--- config.mk ---
export PLATFORM = sky130hd
export DESIGN_NAME = pcm_downmix_resample_requantize
export DESIGN_NICKNAME = d
export VERILOG_FILES = /design/src/hdl/pcmdr_pkg.sv /design/src/hdl/pcmdr_front.sv /design/src/hdl/pcmdr_fifo.sv /design/src/hdl/pcmdr_div.sv /design/src/hdl/pcmdr_back.sv /design/src/hdl/pcm_downmix_resample_requantize.sv
export VERILOG_INCLUDE_DIRS = /design/src /design/src/hdl
export SDC_FILE = /design/constraint.sdc
export NUM_CORES = 2
export LEC_CHECK = 0
export BUFFER_PORTS_ARGS = -buffer_cell sky130_fd_sc_hd__buf_2
export CAP_MARGIN = 10
export CORE_MARGIN = 2
export CORE_UTILIZATION = 35
export CTS_CLUSTER_DIAMETER = 80
export CTS_CLUSTER_SIZE = 10
export DETAILED_ROUTE_END_ITERATION = 6
export SYNTH_ARGS = -nofsm -noshare
export SYNTH_HDL_FRONTEND = slang
export SYNTH_SLANG_ARGS = --single-unit
export TNS_END_PERCENT = 1
--- constraint.sdc ---
create_clock -name i_clk -period 11.5 [get_ports i_clk]
set_input_delay 2.3 -clock i_clk [delete_from_list [all_inputs] [get_ports i_clk]]
set_output_delay 2.3 -clock i_clk [all_outputs]
set_load 0.02 [all_outputs]
--- src/hdl/pcm_downmix_resample_requantize_assert.svh ---
// ----------------------------------------------------------------------------
// Assertion macros for the PCM downmix / resample / requantise block
// Concurrent checks that compile away when SYNTH is defined.
// ----------------------------------------------------------------------------
`ifndef PCM_DOWNMIX_RESAMPLE_REQUANTIZE_ASSERT_SVH
`define PCM_DOWNMIX_RESAMPLE_REQUANTIZE_ASSERT_SVH

`ifndef SYNTH
// Implication checked on every rising clock edge outside reset
`define PDR_ASSERT_IMPL(lbl, clk, rst_n, ante, cons) \
    lbl: assert property (@(posedge clk) disable iff (!(rst_n)) (ante) |-> (cons)) \
        else $error("pcm_downmix_resample_requantize: assertion failed");
// Condition that must never hold outside reset
`define PDR_ASSERT_NEVER(lbl, clk, rst_n, expr) \
    `PDR_ASSERT_IMPL(lbl, clk, rst_n, 1'b1, !(expr))
`else
`define PDR_ASSERT_IMPL(lbl, clk, rst_n, ante, cons)
`define PDR_ASSERT_NEVER(lbl, clk, rst_n, expr)
`endif

`endif

--- src/hdl/pcmdr_pkg.sv ---
// ----------------------------------------------------------------------------
// pcmdr_pkg
// Types and constants shared by the PCM downmix / resample / requantise block.
// ----------------------------------------------------------------------------
package pcmdr_pkg;

    localparam int SAMPLE_W   = 16;
    localparam int RATE_W     = 16;
    localparam int POS_W      = 11;
    localparam int CFG_IDX_W  = 3;
    localparam int CFG_DATA_W = 16;
    localparam int PROD_W     = 2 * RATE_W;
    localparam int BYTE_W     = 8;
    localparam int DIV_CNT_W  = 5;
    localparam int FIFO_DEPTH = 2;
    localparam int FIFO_PTR_W = 1;

    localparam logic [RATE_W-1:0]    RATE_RESET      = 16'd44100;
    localparam logic [POS_W-1:0]     FRAME_LEN_RESET = 11'd1152;
    localparam logic [BYTE_W-1:0]    BYTE_BIAS       = 8'd128;
    localparam logic [DIV_CNT_W-1:0] QUO_LONG        = DIV_CNT_W'(RATE_W);
    localparam logic [DIV_CNT_W-1:0] QUO_SHORT       = DIV_CNT_W'(POS_W);
    localparam int                   QUO_ALIGN       = RATE_W - POS_W;

    typedef enum logic [CFG_IDX_W-1:0] {
        CFG_SOURCE_RATE   = 3'd0,
        CFG_OUTPUT_RATE   = 3'd1,
        CFG_MONO_OUT      = 3'd2,
        CFG_EIGHT_BIT_OUT = 3'd3,
        CFG_FRAME_LENGTH  = 3'd4
    } t_cfg_idx;

    typedef struct packed {
        logic [RATE_W-1:0] source_rate;
        logic [RATE_W-1:0] output_rate;
        logic              mono_out;
        logic              eight_bit_out;
        logic [POS_W-1:0]  frame_length;   // already clamped to 1..max
    } t_cfg;

    typedef struct packed {
        logic signed [SAMPLE_W-1:0] left_sample;
        logic signed [SAMPLE_W-1:0] right_sample;
        logic                       stereo_in;
    } t_in;

    typedef struct packed {
        logic signed [SAMPLE_W-1:0] first_value;
        logic signed [SAMPLE_W-1:0] second_value;
        logic                       two_channels;
        logic                       last_of_run;
    } t_out;

    // One classified request handed from the front to the back
    typedef struct packed {
        logic signed [SAMPLE_W-1:0] a_left;
        logic signed [SAMPLE_W-1:0] a_right;
        logic signed [SAMPLE_W-1:0] b_left;
        logic signed [SAMPLE_W-1:0] b_right;
        logic [POS_W-1:0]           pos;
        logic                       frame_end;
        logic                       two;
    } t_qent;

    typedef struct packed {
        logic              start;
        logic              short_q;
        logic [PROD_W-1:0] num;
        logic [RATE_W-1:0] den;
    } t_div_req;

    typedef struct packed {
        logic              busy;
        logic              done;
        logic [RATE_W-1:0] quo;
        logic [RATE_W-1:0] rem;
    } t_div_rsp;

    typedef enum logic [3:0] {
        BK_IDLE,
        BK_BYPASS,
        BK_OUTS_MUL,
        BK_OUTS_WAIT,
        BK_CHECK,
        BK_IDX_WAIT,
        BK_DECIDE,
        BK_L_WAIT,
        BK_R_WAIT,
        BK_STORE,
        BK_FLUSH
    } t_bk_state;

endpackage

--- src/hdl/pcmdr_front.sv ---
// ----------------------------------------------------------------------------
// pcmdr_front
// Accepts sample pairs, downmixes, tracks the frame position and queues work.
// ----------------------------------------------------------------------------
module pcmdr_front (
    input  logic              i_clk,
    input  logic              i_rst_n,
    input  pcmdr_pkg::t_cfg   i_cfg,
    input  logic              i_in_valid,
    output logic              o_in_ready,
    input  pcmdr_pkg::t_in    i_in_data,
    output logic              o_push,
    output pcmdr_pkg::t_qent  o_push_data,
    input  logic              i_q_full
);
    import pcmdr_pkg::*;

    logic signed [SAMPLE_W-1:0] r_held_l, n_held_l, r_held_r, n_held_r;
    logic [POS_W-1:0]           r_pos, n_pos;
    logic [SAMPLE_W:0]          mix_sum, mix_adj;
    logic signed [SAMPLE_W-1:0] proc_l, proc_r;
    logic                       two, frame_end, accept;

    always_comb begin
        // Average toward zero: bias negative sums by one before halving
        mix_sum = {i_in_data.left_sample[SAMPLE_W-1], i_in_data.left_sample}
                + {i_in_data.right_sample[SAMPLE_W-1], i_in_data.right_sample};
        mix_adj = mix_sum + {{SAMPLE_W{1'b0}}, mix_sum[SAMPLE_W]};

        two    = i_in_data.stereo_in & ~i_cfg.mono_out;
        proc_l = (i_in_data.stereo_in && i_cfg.mono_out) ? mix_adj[SAMPLE_W:1]
                                                         : i_in_data.left_sample;
        proc_r = two ? i_in_data.right_sample : '0;

        frame_end = ({1'b0, r_pos} + (POS_W+1)'(1)) >= {1'b0, i_cfg.frame_length};

        accept     = i_in_valid & ~i_q_full;
        o_in_ready = ~i_q_full;
        o_push     = accept;

        o_push_data.a_left    = r_held_l;
        o_push_data.a_right   = r_held_r;
        o_push_data.b_left    = proc_l;
        o_push_data.b_right   = proc_r;
        o_push_data.pos       = r_pos;
        o_push_data.frame_end = frame_end;
        o_push_data.two       = two;

        n_held_l = r_held_l;
        n_held_r = r_held_r;
        n_pos    = r_pos;
        if (accept) begin
            n_held_l = proc_l;
            n_held_r = proc_r;
            n_pos    = frame_end ? '0 : r_pos + POS_W'(1);
        end
    end

    always_ff @(posedge i_clk) begin
        if (!i_rst_n) begin
            r_held_l <= '0;
            r_held_r <= '0;
            r_pos    <= '0;
        end else begin
            r_held_l <= n_held_l;
            r_held_r <= n_held_r;
            r_pos    <= n_pos;
        end
    end

endmodule

--- src/hdl/pcmdr_fifo.sv ---
// ----------------------------------------------------------------------------
// pcmdr_fifo
// Two-entry request queue between the front and the back.
// ----------------------------------------------------------------------------
`include "pcm_downmix_resample_requantize_assert.svh"

module pcmdr_fifo (
    input  logic              i_clk,
    input  logic              i_rst_n,
    input  logic              i_push,
    input  pcmdr_pkg::t_qent  i_push_data,
    output logic              o_full,
    input  logic              i_pop,
    output pcmdr_pkg::t_qent  o_pop_data,
    output logic              o_empty
);
    import pcmdr_pkg::*;

    t_qent                 r_mem [FIFO_DEPTH];
    logic [FIFO_PTR_W-1:0] r_wp, r_rp;
    logic [FIFO_PTR_W:0]   r_cnt;

    assign o_full     = (r_cnt == (FIFO_PTR_W+1)'(FIFO_DEPTH));
    assign o_empty    = (r_cnt == '0);
    assign o_pop_data = r_mem[r_rp];

    always_ff @(posedge i_clk) begin
        if (!i_rst_n) begin
            r_wp  <= '0;
            r_rp  <= '0;
            r_cnt <= '0;
        end else begin
            if (i_push) r_wp <= r_wp + 1'b1;
            if (i_pop)  r_rp <= r_rp + 1'b1;
            if (i_push && !i_pop)      r_cnt <= r_cnt + 1'b1;
            else if (i_pop && !i_push) r_cnt <= r_cnt - 1'b1;
        end
    end

    always_ff @(posedge i_clk) begin
        if (i_push) r_mem[r_wp] <= i_push_data;
    end

    `PDR_ASSERT_NEVER(a_fifo_overflow, i_clk, i_rst_n, i_push && o_full)
    `PDR_ASSERT_NEVER(a_fifo_underflow, i_clk, i_rst_n, i_pop && o_empty)

endmodule

--- src/hdl/pcmdr_div.sv ---
// ----------------------------------------------------------------------------
// pcmdr_div
// Restoring divider, one quotient bit a cycle, 11 or 16 quotient bits.
// ----------------------------------------------------------------------------
module pcmdr_div (
    input  logic                 i_clk,
    input  logic                 i_rst_n,
    input  pcmdr_pkg::t_div_req  i_req,
    output pcmdr_pkg::t_div_rsp  o_rsp
);
    import pcmdr_pkg::*;

    logic                 r_busy, n_busy, r_done, n_done;
    logic [DIV_CNT_W-1:0] r_cnt, n_cnt;
    logic [RATE_W-1:0]    r_rem, n_rem, r_quo, n_quo, r_den, n_den;
    logic [RATE_W:0]      trial, diff;
    logic                 ge;

    always_comb begin
        trial = {r_rem, r_quo[RATE_W-1]};
        ge    = trial >= {1'b0, r_den};
        diff  = ge ? trial - {1'b0, r_den} : trial;

        n_busy = r_busy;
        n_done = 1'b0;
        n_cnt  = r_cnt;
        n_rem  = r_rem;
        n_quo  = r_quo;
        n_den  = r_den;
        if (i_req.start) begin
            // Upper half is already below the divisor
            n_busy = 1'b1;
            n_cnt  = i_req.short_q ? QUO_SHORT : QUO_LONG;
            n_rem  = i_req.num[PROD_W-1:RATE_W];
            n_quo  = i_req.num[RATE_W-1:0];
            n_den  = i_req.den;
        end else if (r_busy) begin
            n_rem = diff[RATE_W-1:0];
            n_quo = {r_quo[RATE_W-2:0], ge};
            n_cnt = r_cnt - DIV_CNT_W'(1);
            if (r_cnt == DIV_CNT_W'(1)) begin
                n_busy = 1'b0;
                n_done = 1'b1;
            end
        end
    end

    always_ff @(posedge i_clk) begin
        if (!i_rst_n) begin
            r_busy <= 1'b0;
            r_done <= 1'b0;
            r_cnt  <= '0;
        end else begin
            r_busy <= n_busy;
            r_done <= n_done;
            r_cnt  <= n_cnt;
        end
    end

    always_ff @(posedge i_clk) begin
        r_rem <= n_rem;
        r_quo <= n_quo;
        r_den <= n_den;
    end

    assign o_rsp.busy = r_busy;
    assign o_rsp.done = r_done;
    assign o_rsp.quo  = r_quo;
    assign o_rsp.rem  = r_rem;

endmodule

--- src/hdl/pcmdr_back.sv ---
// ----------------------------------------------------------------------------
// pcmdr_back
// Resampling sequencer: schedules outputs, interpolates, requantises.
// ----------------------------------------------------------------------------
`include "pcm_downmix_resample_requantize_assert.svh"

module pcmdr_back (
    input  logic                 i_clk,
    input  logic                 i_rst_n,
    input  pcmdr_pkg::t_cfg      i_cfg,
    input  logic                 i_q_empty,
    output logic                 o_pop,
    input  pcmdr_pkg::t_qent     i_q_data,
    output pcmdr_pkg::t_div_req  o_div_req,
    input  pcmdr_pkg::t_div_rsp  i_div_rsp,
    output logic                 o_out_valid,
    input  logic                 i_out_ready,
    output pcmdr_pkg::t_out      o_out_data
);
    import pcmdr_pkg::*;

    t_bk_state                  r_state, n_state;
    t_qent                      r_ent, n_ent;
    logic [POS_W-1:0]           r_outs, n_outs, r_op, n_op, r_idx, n_idx;
    logic [1:0]                 r_k, n_k;
    logic [RATE_W-1:0]          r_frac, n_frac, r_den, n_den;
    logic [PROD_W-1:0]          r_prod, n_prod;
    logic                       r_go, n_go, r_go_short, n_go_short, r_neg, n_neg;
    logic signed [SAMPLE_W-1:0] r_res_l, n_res_l, r_res_r, n_res_r;
    logic                       r_pend_v, n_pend_v, r_out_v, n_out_v;
    t_out                       r_pend, n_pend, r_out, n_out, new_res;
    logic                       resamp, out_free, out_load;
    logic [RATE_W-1:0]          mul_a, mul_b;
    logic [PROD_W-1:0]          mul_p;
    logic [SAMPLE_W:0]          dm_l, dm_r;

    function automatic logic signed [SAMPLE_W-1:0] quantize(
        input logic signed [SAMPLE_W-1:0] s,
        input logic                       eight
    );
        logic [BYTE_W-1:0] hi;
        hi = s[SAMPLE_W-1 -: BYTE_W] + BYTE_BIAS;
        return eight ? SAMPLE_W'(hi) : s;
    endfunction

    // Sign and magnitude of b - a
    function automatic logic [SAMPLE_W:0] diff_mag(
        input logic signed [SAMPLE_W-1:0] a,
        input logic signed [SAMPLE_W-1:0] b
    );
        logic [SAMPLE_W:0] d, m;
        d = {b[SAMPLE_W-1], b} - {a[SAMPLE_W-1], a};
        m = d[SAMPLE_W] ? ((SAMPLE_W+1)'(0) - d) : d;
        return {d[SAMPLE_W], m[SAMPLE_W-1:0]};
    endfunction

    function automatic logic signed [SAMPLE_W-1:0] interp_add(
        input logic signed [SAMPLE_W-1:0] a,
        input logic [SAMPLE_W-1:0]        q,
        input logic                       neg
    );
        logic [SAMPLE_W:0] sq, s;
        sq = neg ? ((SAMPLE_W+1)'(0) - {1'b0, q}) : {1'b0, q};
        s  = {a[SAMPLE_W-1], a} + sq;
        return s[SAMPLE_W-1:0];
    endfunction

    always_comb begin
        resamp   = (i_cfg.output_rate != '0) && (i_cfg.output_rate < i_cfg.source_rate);
        out_free = ~r_out_v | i_out_ready;
        dm_l     = diff_mag(r_ent.a_left, r_ent.b_left);
        dm_r     = diff_mag(r_ent.a_right, r_ent.b_right);

        new_res.first_value  = quantize(r_res_l, i_cfg.eight_bit_out);
        new_res.second_value = r_ent.two ? quantize(r_res_r, i_cfg.eight_bit_out) : '0;
        new_res.two_channels = r_ent.two;
        new_res.last_of_run  = 1'b0;
    end

    assign mul_p = mul_a * mul_b;

    always_comb begin
        n_state    = r_state;
        n_ent      = r_ent;
        n_outs     = r_outs;
        n_op       = r_op;
        n_idx      = r_idx;
        n_k        = r_k;
        n_frac     = r_frac;
        n_den      = r_den;
        n_prod     = r_prod;
        n_go       = 1'b0;
        n_go_short = r_go_short;
        n_neg      = r_neg;
        n_res_l    = r_res_l;
        n_res_r    = r_res_r;
        n_pend_v   = r_pend_v;
        n_pend     = r_pend;
        n_out      = r_out;
        out_load   = 1'b0;
        o_pop      = 1'b0;
        mul_a      = '0;
        mul_b      = '0;

        case (r_state)
            BK_IDLE: begin
                if (!i_q_empty) begin
                    o_pop   = 1'b1;
                    n_ent   = i_q_data;
                    n_k     = '0;
                    n_state = resamp ? BK_OUTS_MUL : BK_BYPASS;
                end
            end
            BK_BYPASS: begin
                if (out_free) begin
                    out_load           = 1'b1;
                    n_out.first_value  = quantize(r_ent.b_left, i_cfg.eight_bit_out);
                    n_out.second_value = r_ent.two ?
                                         quantize(r_ent.b_right, i_cfg.eight_bit_out) : '0;
                    n_out.two_channels = r_ent.two;
                    n_out.last_of_run  = 1'b1;
                    n_state            = BK_IDLE;
                    if (r_ent.frame_end) n_op = '0;
                end
            end
            BK_OUTS_MUL: begin
                // outputs in this frame = n * dst / src
                mul_a      = RATE_W'(i_cfg.frame_length);
                mul_b      = i_cfg.output_rate;
                n_prod     = mul_p;
                n_den      = i_cfg.source_rate;
                n_go       = 1'b1;
                n_go_short = 1'b1;
                n_state    = BK_OUTS_WAIT;
            end
            BK_OUTS_WAIT: begin
                if (i_div_rsp.done) begin
                    n_outs  = i_div_rsp.quo[POS_W-1:0];
                    n_state = BK_CHECK;
                end
            end
            BK_CHECK: begin
                if ((r_k != 2'd2) && (r_op < r_outs)) begin
                    mul_a      = RATE_W'(r_op);
                    mul_b      = i_cfg.source_rate;
                    n_prod     = mul_p;
                    n_den      = i_cfg.output_rate;
                    n_go       = 1'b1;
                    n_go_short = 1'b1;
                    n_state    = BK_IDX_WAIT;
                end else if (r_pend_v) begin
                    n_state = BK_FLUSH;
                end else begin
                    n_state = BK_IDLE;
                    if (r_ent.frame_end) n_op = '0;
                end
            end
            BK_IDX_WAIT: begin
                if (i_div_rsp.done) begin
                    n_idx   = i_div_rsp.quo[POS_W-1:0];
                    n_frac  = i_div_rsp.rem;
                    n_state = BK_DECIDE;
                end
            end
            BK_DECIDE: begin
                if (r_idx < r_ent.pos) begin
                    mul_a      = dm_l[SAMPLE_W-1:0];
                    mul_b      = r_frac;
                    n_prod     = mul_p;
                    n_neg      = dm_l[SAMPLE_W];
                    n_go       = 1'b1;
                    n_go_short = 1'b0;
                    n_state    = BK_L_WAIT;
                end else if ((r_idx == r_ent.pos) && r_ent.frame_end) begin
                    // No next sample: copy the current one
                    n_res_l = r_ent.b_left;
                    n_res_r = r_ent.b_right;
                    n_state = BK_STORE;
                end else if (r_pend_v) begin
                    n_state = BK_FLUSH;
                end else begin
                    n_state = BK_IDLE;
                    if (r_ent.frame_end) n_op = '0;
                end
            end
            BK_L_WAIT: begin
                if (i_div_rsp.done) begin
                    n_res_l = interp_add(r_ent.a_left, i_div_rsp.quo, r_neg);
                    if (r_ent.two) begin
                        mul_a      = dm_r[SAMPLE_W-1:0];
                        mul_b      = r_frac;
                        n_prod     = mul_p;
                        n_neg      = dm_r[SAMPLE_W];
                        n_go       = 1'b1;
                        n_go_short = 1'b0;
                        n_state    = BK_R_WAIT;
                    end else begin
                        n_res_r = '0;
                        n_state = BK_STORE;
                    end
                end
            end
            BK_R_WAIT: begin
                if (i_div_rsp.done) begin
                    n_res_r = interp_add(r_ent.a_right, i_div_rsp.quo, r_neg);
                    n_state = BK_STORE;
                end
            end
            BK_STORE: begin
                // Hold one result back so the last of the run can be marked
                if (!r_pend_v || out_free) begin
                    if (r_pend_v) begin
                        out_load = 1'b1;
                        n_out    = r_pend;
                    end
                    n_pend   = new_res;
                    n_pend_v = 1'b1;
                    n_k      = r_k + 2'd1;
                    n_op     = r_op + POS_W'(1);
                    n_state  = BK_CHECK;
                end
            end
            BK_FLUSH: begin
                if (out_free) begin
                    out_load          = 1'b1;
                    n_out             = r_pend;
                    n_out.last_of_run = 1'b1;
                    n_pend_v          = 1'b0;
                    n_state           = BK_IDLE;
                    if (r_ent.frame_end) n_op = '0;
                end
            end
            default: begin
                n_state = BK_IDLE;
            end
        endcase

        n_out_v = out_load ? 1'b1 : (i_out_ready ? 1'b0 : r_out_v);
    end

    always_ff @(posedge i_clk) begin
        if (!i_rst_n) begin
            r_state  <= BK_IDLE;
            r_op     <= '0;
            r_k      <= '0;
            r_go     <= 1'b0;
            r_pend_v <= 1'b0;
            r_out_v  <= 1'b0;
        end else begin
            r_state  <= n_state;
            r_op     <= n_op;
            r_k      <= n_k;
            r_go     <= n_go;
            r_pend_v <= n_pend_v;
            r_out_v  <= n_out_v;
        end
    end

    always_ff @(posedge i_clk) begin
        r_ent      <= n_ent;
        r_outs     <= n_outs;
        r_idx      <= n_idx;
        r_frac     <= n_frac;
        r_den      <= n_den;
        r_prod     <= n_prod;
        r_go_short <= n_go_short;
        r_neg      <= n_neg;
        r_res_l    <= n_res_l;
        r_res_r    <= n_res_r;
        r_pend     <= n_pend;
        r_out      <= n_out;
    end

    assign o_div_req.start   = r_go;
    assign o_div_req.short_q = r_go_short;
    assign o_div_req.num     = r_go_short ? {r_prod[PROD_W-QUO_ALIGN-1:0], QUO_ALIGN'(0)}
                                          : r_prod;
    assign o_div_req.den     = r_den;
    assign o_out_valid       = r_out_v;
    assign o_out_data        = r_out;

    `PDR_ASSERT_NEVER(a_div_start_busy, i_clk, i_rst_n, r_go && i_div_rsp.busy)
    `PDR_ASSERT_NEVER(a_out_overwrite, i_clk, i_rst_n, out_load && r_out_v && !i_out_ready)
    `PDR_ASSERT_IMPL(a_mono_second_zero, i_clk, i_rst_n, r_out_v && !r_out.two_channels, r_out.second_value == '0)

endmodule

--- src/hdl/pcm_downmix_resample_requantize.sv ---
// ----------------------------------------------------------------------------
// pcm_downmix_resample_requantize
// Stereo downmix, linear-interpolation downsampler and 8/16-bit requantiser.
// ----------------------------------------------------------------------------
//
//  Channel   Direction  Handshake                  Payload
//  -------   ---------  -------------------------  ---------------------
//  in        sink       i_in_valid / o_in_ready    i_in_data  (t_in)
//  out       source     o_out_valid / i_out_ready  o_out_data (t_out)
//  cfg       sink       i_cfg_we, no back-pressure i_cfg_idx, i_cfg_wdata
//
//  Pass-through (output rate zero or not below source rate): one result a request.
//  Resampling is paced by the shared serial divider: a division per request
//  counts the frame's outputs, then each result takes an index division and
//  one per channel if interpolated (none for a copy), at most two a request.
//  A two-entry queue and the output register let input and output stall apart.
//  Reset is synchronous, active low; it restores defaults and restarts the frame.
// ----------------------------------------------------------------------------
module pcm_downmix_resample_requantize #(
    parameter int MAX_FRAME_SAMPLES = 1152
) (
    input  logic                                  i_clk,
    input  logic                                  i_rst_n,
    input  logic                                  i_cfg_we,
    input  logic [pcmdr_pkg::CFG_IDX_W-1:0]       i_cfg_idx,
    input  logic [pcmdr_pkg::CFG_DATA_W-1:0]      i_cfg_wdata,
    input  logic                                  i_in_valid,
    output logic                                  o_in_ready,
    input  pcmdr_pkg::t_in                        i_in_data,
    output logic                                  o_out_valid,
    input  logic                                  i_out_ready,
    output pcmdr_pkg::t_out                       o_out_data
);
    import pcmdr_pkg::*;

    localparam logic [POS_W:0] MAX_LEN = (POS_W+1)'(MAX_FRAME_SAMPLES);

    // Configuration registers
    logic [RATE_W-1:0] r_source_rate, r_output_rate;
    logic              r_mono_out, r_eight_bit_out;
    logic [POS_W-1:0]  r_frame_length;
    logic [POS_W-1:0]  eff_len;
    t_cfg              cfg;

    // Front to queue, queue to back, back to divider
    logic     q_push, q_full, q_pop, q_empty;
    t_qent    q_push_data, q_pop_data;
    t_div_req div_req;
    t_div_rsp div_rsp;

    always_ff @(posedge i_clk) begin
        if (!i_rst_n) begin
            r_source_rate   <= RATE_RESET;
            r_output_rate   <= RATE_RESET;
            r_mono_out      <= 1'b0;
            r_eight_bit_out <= 1'b0;
            r_frame_length  <= FRAME_LEN_RESET;
        end else if (i_cfg_we) begin
            case (t_cfg_idx'(i_cfg_idx))
                CFG_SOURCE_RATE:   r_source_rate   <= i_cfg_wdata;
                CFG_OUTPUT_RATE:   r_output_rate   <= i_cfg_wdata;
                CFG_MONO_OUT:      r_mono_out      <= i_cfg_wdata[0];
                CFG_EIGHT_BIT_OUT: r_eight_bit_out <= i_cfg_wdata[0];
                CFG_FRAME_LENGTH:  r_frame_length  <= i_cfg_wdata[POS_W-1:0];
                default: ;  // drop writes to unused indexes
            endcase
        end
    end

    // Treat a zero frame length as one, and clamp to MAX_FRAME_SAMPLES
    always_comb begin
        if (r_frame_length == '0) begin
            eff_len = POS_W'(1);
        end else if ({1'b0, r_frame_length} > MAX_LEN) begin
            eff_len = MAX_LEN[POS_W-1:0];
        end else begin
            eff_len = r_frame_length;
        end
        cfg.source_rate   = r_source_rate;
        cfg.output_rate   = r_output_rate;
        cfg.mono_out      = r_mono_out;
        cfg.eight_bit_out = r_eight_bit_out;
        cfg.frame_length  = eff_len;
    end

    // Front: downmix, frame position and previous sample
    pcmdr_front u_front (
        .i_clk       (i_clk),
        .i_rst_n     (i_rst_n),
        .i_cfg       (cfg),
        .i_in_valid  (i_in_valid),
        .o_in_ready  (o_in_ready),
        .i_in_data   (i_in_data),
        .o_push      (q_push),
        .o_push_data (q_push_data),
        .i_q_full    (q_full)
    );

    // Queue: lets the front take a request while the back is still busy
    pcmdr_fifo u_fifo (
        .i_clk       (i_clk),
        .i_rst_n     (i_rst_n),
        .i_push      (q_push),
        .i_push_data (q_push_data),
        .o_full      (q_full),
        .i_pop       (q_pop),
        .o_pop_data  (q_pop_data),
        .o_empty     (q_empty)
    );

    // Back: output schedule, interpolation and requantising into the output register
    pcmdr_back u_back (
        .i_clk       (i_clk),
        .i_rst_n     (i_rst_n),
        .i_cfg       (cfg),
        .i_q_empty   (q_empty),
        .o_pop       (q_pop),
        .i_q_data    (q_pop_data),
        .o_div_req   (div_req),
        .i_div_rsp   (div_rsp),
        .o_out_valid (o_out_valid),
        .i_out_ready (i_out_ready),
        .o_out_data  (o_out_data)
    );

    // Shared serial divider
    pcmdr_div u_div (
        .i_clk   (i_clk),
        .i_rst_n (i_rst_n),
        .i_req   (div_req),
        .o_rsp   (div_rsp)
    );

endmodule

### After elaboration in Yosys (flattened, before gate mapping)

Memories as Yosys holds them, arrays and structs flattened. A register that Yosys moved wholly into a read port is not among the register bits.
Cells that the tools add are included.

* bits in registers: 354
* memory bits (writable): 154
* input port bits: 57
* output and inout port bits: 36
* logic and storage cells: 278
* memories: 1

Memory list
* u_fifo.r_mem: words 2, width 77, read ports 1, clocked after Yosys merged registers in 1, write ports 1, RTL line pcmdr_fifo.sv:19 `t_qent r_mem [FIFO_DEPTH];`

* $add $sub $neg: 23
* $mul: 1
* $lt $le $gt $ge: 6
* eq/ne operators: 36
* muxes and demuxes: 112
* bitwise operators: 10
* reductions and logical operators: 48

Operators with widths (number)
* $mux 16: 29
* $mux 32: 5
* $mux 34: 4
* $pmux 16 s4: 2
* $pmux 32 s4: 1
* $mux 11: 11
* $pmux 34 s3: 1
* $pmux 16 s2: 2
* $pmux 16 s3: 1
* $sub 1x16->16 const A: 3
* $mux 4: 11
* $pmux 11 s4: 1
* $pmux 4 s10: 1
* $sub 16x16->17: 2
* $add 16x16->16: 2
* $add 8x8->8 const B: 4
* $mul 16x16->32: 1
* $mux 1: 27
* $ne 2x1->1 const B: 13
* $add 11x1->11 const B: 2
* $lt 11x11->1: 2
* $reduce_and 2->1: 10
* $add 16x16->17: 1
* $add 17x1->17: 1
* 48 further kinds: 99

### Depth between registers and ports, before layout

* word-level depth: 10
* gate-level depth with buffers: 38

### By module

From an unflattened synthesis, not the netlist that was laid out.

* cell total of the unflattened synthesis: 3751
* area, all modules: 39459.1 sq um

Modules (own cells, without submodules)
* pcmdr_back: instances 1, cells each 2523, area an instance 24948.9 sq um, seq. area each 8328.0 sq um
* pcmdr_fifo: instances 1, cells each 262, area an instance 5908.2 sq um, seq. area each 4724.5 sq um
* pcmdr_front: instances 1, cells each 460, area an instance 3562.2 sq um, seq. area each 860.8 sq um
* pcmdr_div: instances 1, cells each 294, area an instance 3238.1 sq um, seq. area each 1581.5 sq um
* pcm_downmix_resample_requantize: instances 1, cells each 212, area an instance 1801.7 sq um, seq. area each 900.9 sq um

### Worst setup path before layout

Ideal clock, no wire load.

* path type: flip-flop to flip-flop
* start: reg u_back.r_ent[13] in the netlist's numbering
* end: reg u_back.r_prod[31], data pin
* library setup time: 259 ps
* arrival time: 8822 ps
* setup slack: 2418 ps
* cell stages (with the launch flop): 34
* clock period less this slack: 9082 ps
* cells stage by stage: edfxtp_1 > inv_1 > ha_1 > inv_1 > fa_1 > a211oi_1 > o21ai_1 > a211oi_1 > o31a_1 > o221ai_2 > buf_2 > nor2_1 > xnor2_1 > a222oi_1 > o21a_1 > nor2_1 > fa_1 > fa_1 > fa_1 > fa_1 > fa_1 > inv_1 > fa_1 > inv_1 > ha_1 > a21o_1 > a21o_1 > a21o_1 > o21ai_0 > a41oi_1 > a2111oi_0 > o21ai_0 > a21oi_1 > xnor2_1

* cells in the longest elaborated chain, start to end: 10
* elaborated cells between the ends (all ways): 12

RTL lines
* from (decl): RTL line pcmdr_back.sv:23 `t_qent r_ent, n_ent;`
* from (signal assigned): RTL line pcmdr_back.sv:260 `r_ent <= n_ent;`
* $sub 16x16->17 (*): RTL line pcmdr_back.sv:52 `d = {b[SAMPLE_W-1], b} - {a[SAMPLE_W-1], a};`
* $sub 1x16->16: RTL line pcmdr_back.sv:53 `m = d[SAMPLE_W] ? ((SAMPLE_W+1)'(0) - d) : d;`
* $mux 16 (*): RTL line pcmdr_back.sv:53
* $mux 16 (*): RTL line pcmdr_back.sv:189 `if (r_ent.two) begin`
* $mux 16 (*): RTL line pcmdr_back.sv:187 `if (i_div_rsp.done) begin`
* $pmux 16 s4 (*): RTL line pcmdr_back.sv:105 `case (r_state)`
* $mul 16x16->32 (*): RTL line pcmdr_back.sv:80 `assign mul_p = mul_a * mul_b;`
* named net u_back.mul_p[31]: RTL line pcmdr_back.sv:34 `logic [PROD_W-1:0] mul_p;`
* $mux 32: RTL line pcmdr_back.sv:189
* $mux 32: RTL line pcmdr_back.sv:187
* $pmux 32 s4 (*): RTL line pcmdr_back.sv:105
* to (signal assigned): RTL line pcmdr_back.sv:265 `r_prod <= n_prod;`
* to (decl): RTL line pcmdr_back.sv:27 `logic [PROD_W-1:0] r_prod, n_prod;`

Mark *: on every way through the listed nets, which the timed path passes. The rest lies on a longest branch. The select of a mux whose other input is x is not followed.
A chain may end at the register's enable or synchronous reset.

### Final worst setup path

Same ends and word-level chain as after synthesis.

==> impl_metrics.yaml <==
run_status:
  status: "finished clean"
clock_network:
  cts_buffers: 69
  insertion_delay_ns: 0.64
  clk_pin_slew_ns: 0.06
  clock-sinks: 585
  cts_setup_buffers: 0
  cts_buffer_depth: 3
  cts-resized-gates: 0
  clockRootBuffer: "clkbuf_16"
  htree_levels: 3
  postCtsHoldBufs: 0
  cts_tree: "done"
grt:
  grtUsageTotal_pct: 19.31
  use_met1_pct: 27.70
  overflow: 0
  grt_pass1_vias: 26960
  met3_usage_pct: 3.123
  grt.busiest_layer: "met2"
  grt_max_degree: 79
  grt_use_met2_pct: 30.07
  grt_first_pass_wirelength_mm: 165.6
  antenna_found_initial: 4
min_path:
  hp-class: "reg -> reg"
  hold_depth: 0
  min-delay-start: "u_back.r_den[8]"
  min_to: "u_div.r_den[8]"
sta:
  relSlewSlack_pct: 24.70
  timing.final.ws_setup_ns: 1.043
  slew_violations: 0
  setup_tns_ns: 0
  fin_crit_sh_pct: 90.93
  worst_slew_pin_slew_ns: 1.129
  finalHoldViolations: 0
  setup_violations: 0
  post-route-min-period_ns: 10.46
  fmax_mhz: 95.63
  rsz0062_at_grt: "false"
  fin_skew_ns: 0.05483
yosys:
  synth.top_cell.area_share_pct: 36.49
  synth-seq-cells: 585
  yosys.area.top_type: "edfxtp_1"
  synth-main-ff-cell: "edfxtp_1"
  synth.area.top_cells: "edfxtp_1 36%, fa_1 10%, ha_1 8.3%, dfxtp_1 6.2%, nand2_1 4.6%"
  yosysWarnings: 0
  synth_cell_types: 92
  syn_area_um2: 38350
  synthesis.instances: 3691
  synth_nets: 4203
  yosys-top-cells-count: "470 x nand2_1, 466 x edfxtp_1, 371 x inv_1"
  yosysMostFrequentCell: "nand2_1"
  postSynth.asyncResetShare_pct: 0
  synth_edf_count: 466
  seq_area_frac_synth_pct: 42.70
  synth.avg_cell_area_um2: 10.39
pwr:
  p_leak_nw: 17.35
  power_density_nw_per_um2: 201.0
  irDropWorstVdd_mv: 0.1178
  p_total_mw: 8.559
worst_setup_path:
  startpoint: "u_back.r_ent[13]"
  cpLargestDelayFamily: "compound AO/OA/AOI/OAI gates"
  ff2ff_path_depth: 31
  crit_path_max_incr_delay_ns: 0.87
  reg2reg_from: "u_back.r_ent[13]"
  end_kind: "flop"
  cp.required_ns: 11.86
  start_kind: "flop"
  crit_type: "reg -> reg"
  slowest_stage: "nor3_1"
  cp_num_buf_inv: 4
  path_max_fanout: 17
  cp_common_cell: "fa_1"
  crit_arrival_ns: 10.82
  rr_endpoint: "u_back.r_prod[31]"
  r2r_slack_ns: 1.04
floorplan:
  dieArea_um2: 112200
  core.rowCount: 121
  die_y_um: 335.0
  ios: 93
  coreArea_um2: 108700
  start_util_pct: 35.28
  die_w_um: 335.0
route:
  num_vias: 27410
  wl_mm: 108.3
  drtIter0Drc: 2664
  avgViaCountPerCell: 5.231
  drcViolationCount: 0
  postRouteAntennaNets: 0
  drtPass1Iterations: 6
  wl_per_cell_um: 20.67
final_layout:
  fin_util_pct: 39.17
  drive_above_1_share_pct: 9.176
  design_area_um2: 42580
  area_growth_pct: 11.03
  n_fill_cell: 10580
  layout.nets: 4284
place:
  dp_slack_ns: 1.100
  portBuffers: 92
  placed_area_um2: 40500
  dpl.hpwl_mm: 82.21
  globalplace.congestion: 0.9388
run:
  maxCapViolations: 0
==> power breakdown <==
| group | switching [mW] | total, mW | leakage [nW] | internal [mW] |
|---|---|---|---|---|
| logic | 2.18 | 3.41 | 11.1 | 1.23 |
| clock network | 0.887 | 2.04 | 0.983 | 1.15 |
| registers | 0.323 | 3.11 | 5.32 | 2.79 |
==> per-layer routing <==
metal	share of wire (%)	vias to the layer above
met2	44	831
li1	-	13000
met1	47	13410
met3	6.2	167
met5	0.035	-
met4	2.7	6
==> placed cells by master (no fill, tap or decap), types with 16 or more instances in the layout <==
cell,instances
a211oi_1,24
a21boi_0,61
a21o_1,62
a21oi_1,146
a22oi_1,16
a31oi_1,19
and2_1,63
and3_1,26
buf_2,91
buf_4,47
clkbuf_1,45
clkbuf_16,70
dfxtp_1,116
edfxtp_1,466
fa_1,200
ha_1,255
inv_1,370
mux2_2,88
mux2i_1,55
nand2_1,470
nand2b_1,53
nand3_1,62
nand4_1,19
nor2_1,257
nor2b_1,35
nor3_1,57
o211ai_1,16
o21a_1,20
o21ai_0,170
o21bai_1,24
o31ai_1,23
or3_1,24
xnor2_1,115
xor2_1,47
==> sequential cells by signal, summed over array words and instances, names as in the netlist, 32 cells and up <==
signal / count
u_back.o_out_data: 34
u_back.r_pend: 33
u_back.r_prod: 32
u_back.r_ent: 76
u_fifo.r_mem: 154
==> worst register-to-register path: cells and delay by family (launching register included) <==
kind	cells	cell delay (ns)
buf+inv	4	0.23
simple gates	2	1.01
fa+ha+maj	9	4.16
xor+xnor	1	0.09
flops	1	0.39
compound gates	15	4.28
==> per-stage QoR <==
stage	hold WS (ns)	std cells
finish	0.4165	5240
global route	0.4228	5240
CTS	0.4191	5239
detailed placement	0.4054	5115
global placement	0.4013	5115
floorplan	0.4003	3691
==> area by class of cell <==
cell class | count | area (µm²) | area share (%)
Tap cell | 1414 | 1769 | 4.155
Clock inverter | 9 | 162.7 | 0.3820
Timing Repair Buffer | 138 | 808.3 | 1.898
Antenna cell | 1 | 2.502 | 0.005877
Sequential cell | 585 | 16380 | 38.47
Clock buffer | 115 | 1921 | 4.510
Multi-Input combinational cell | 2606 | 20140 | 47.30
Inverter | 372 | 1396 | 3.279
==> worst max-delay path by stage <==
stage / endpoint / cells past startpoint
floorplan: u_back.r_prod[31] / 33
global placement: u_back.r_prod[31] / 31
detailed placement: u_back.r_prod[31] / 31
CTS: u_back.r_prod[31] / 31
global route: u_back.r_prod[31] / 35
finish: u_back.r_prod[31] / 31
==> kinds of logic (layout without fill, tap and decap cells) <==
kind of cell               Yosys count  count (layout)  share of synthesized area, %
xor gates and xnor gates           163             163                         3.758
AOI/OAI and AO/OA                  702             702                         12.11
other                                0               1                             0
buffers and inverters              500             634                         4.939
DFF                                585             585                         42.70
adders and majority gates          455             455                         18.76
and+or+nand+nor                   1143            1143                         13.72
muxes                              143             143                         4.019
Power figures use the tool's default switching activity.
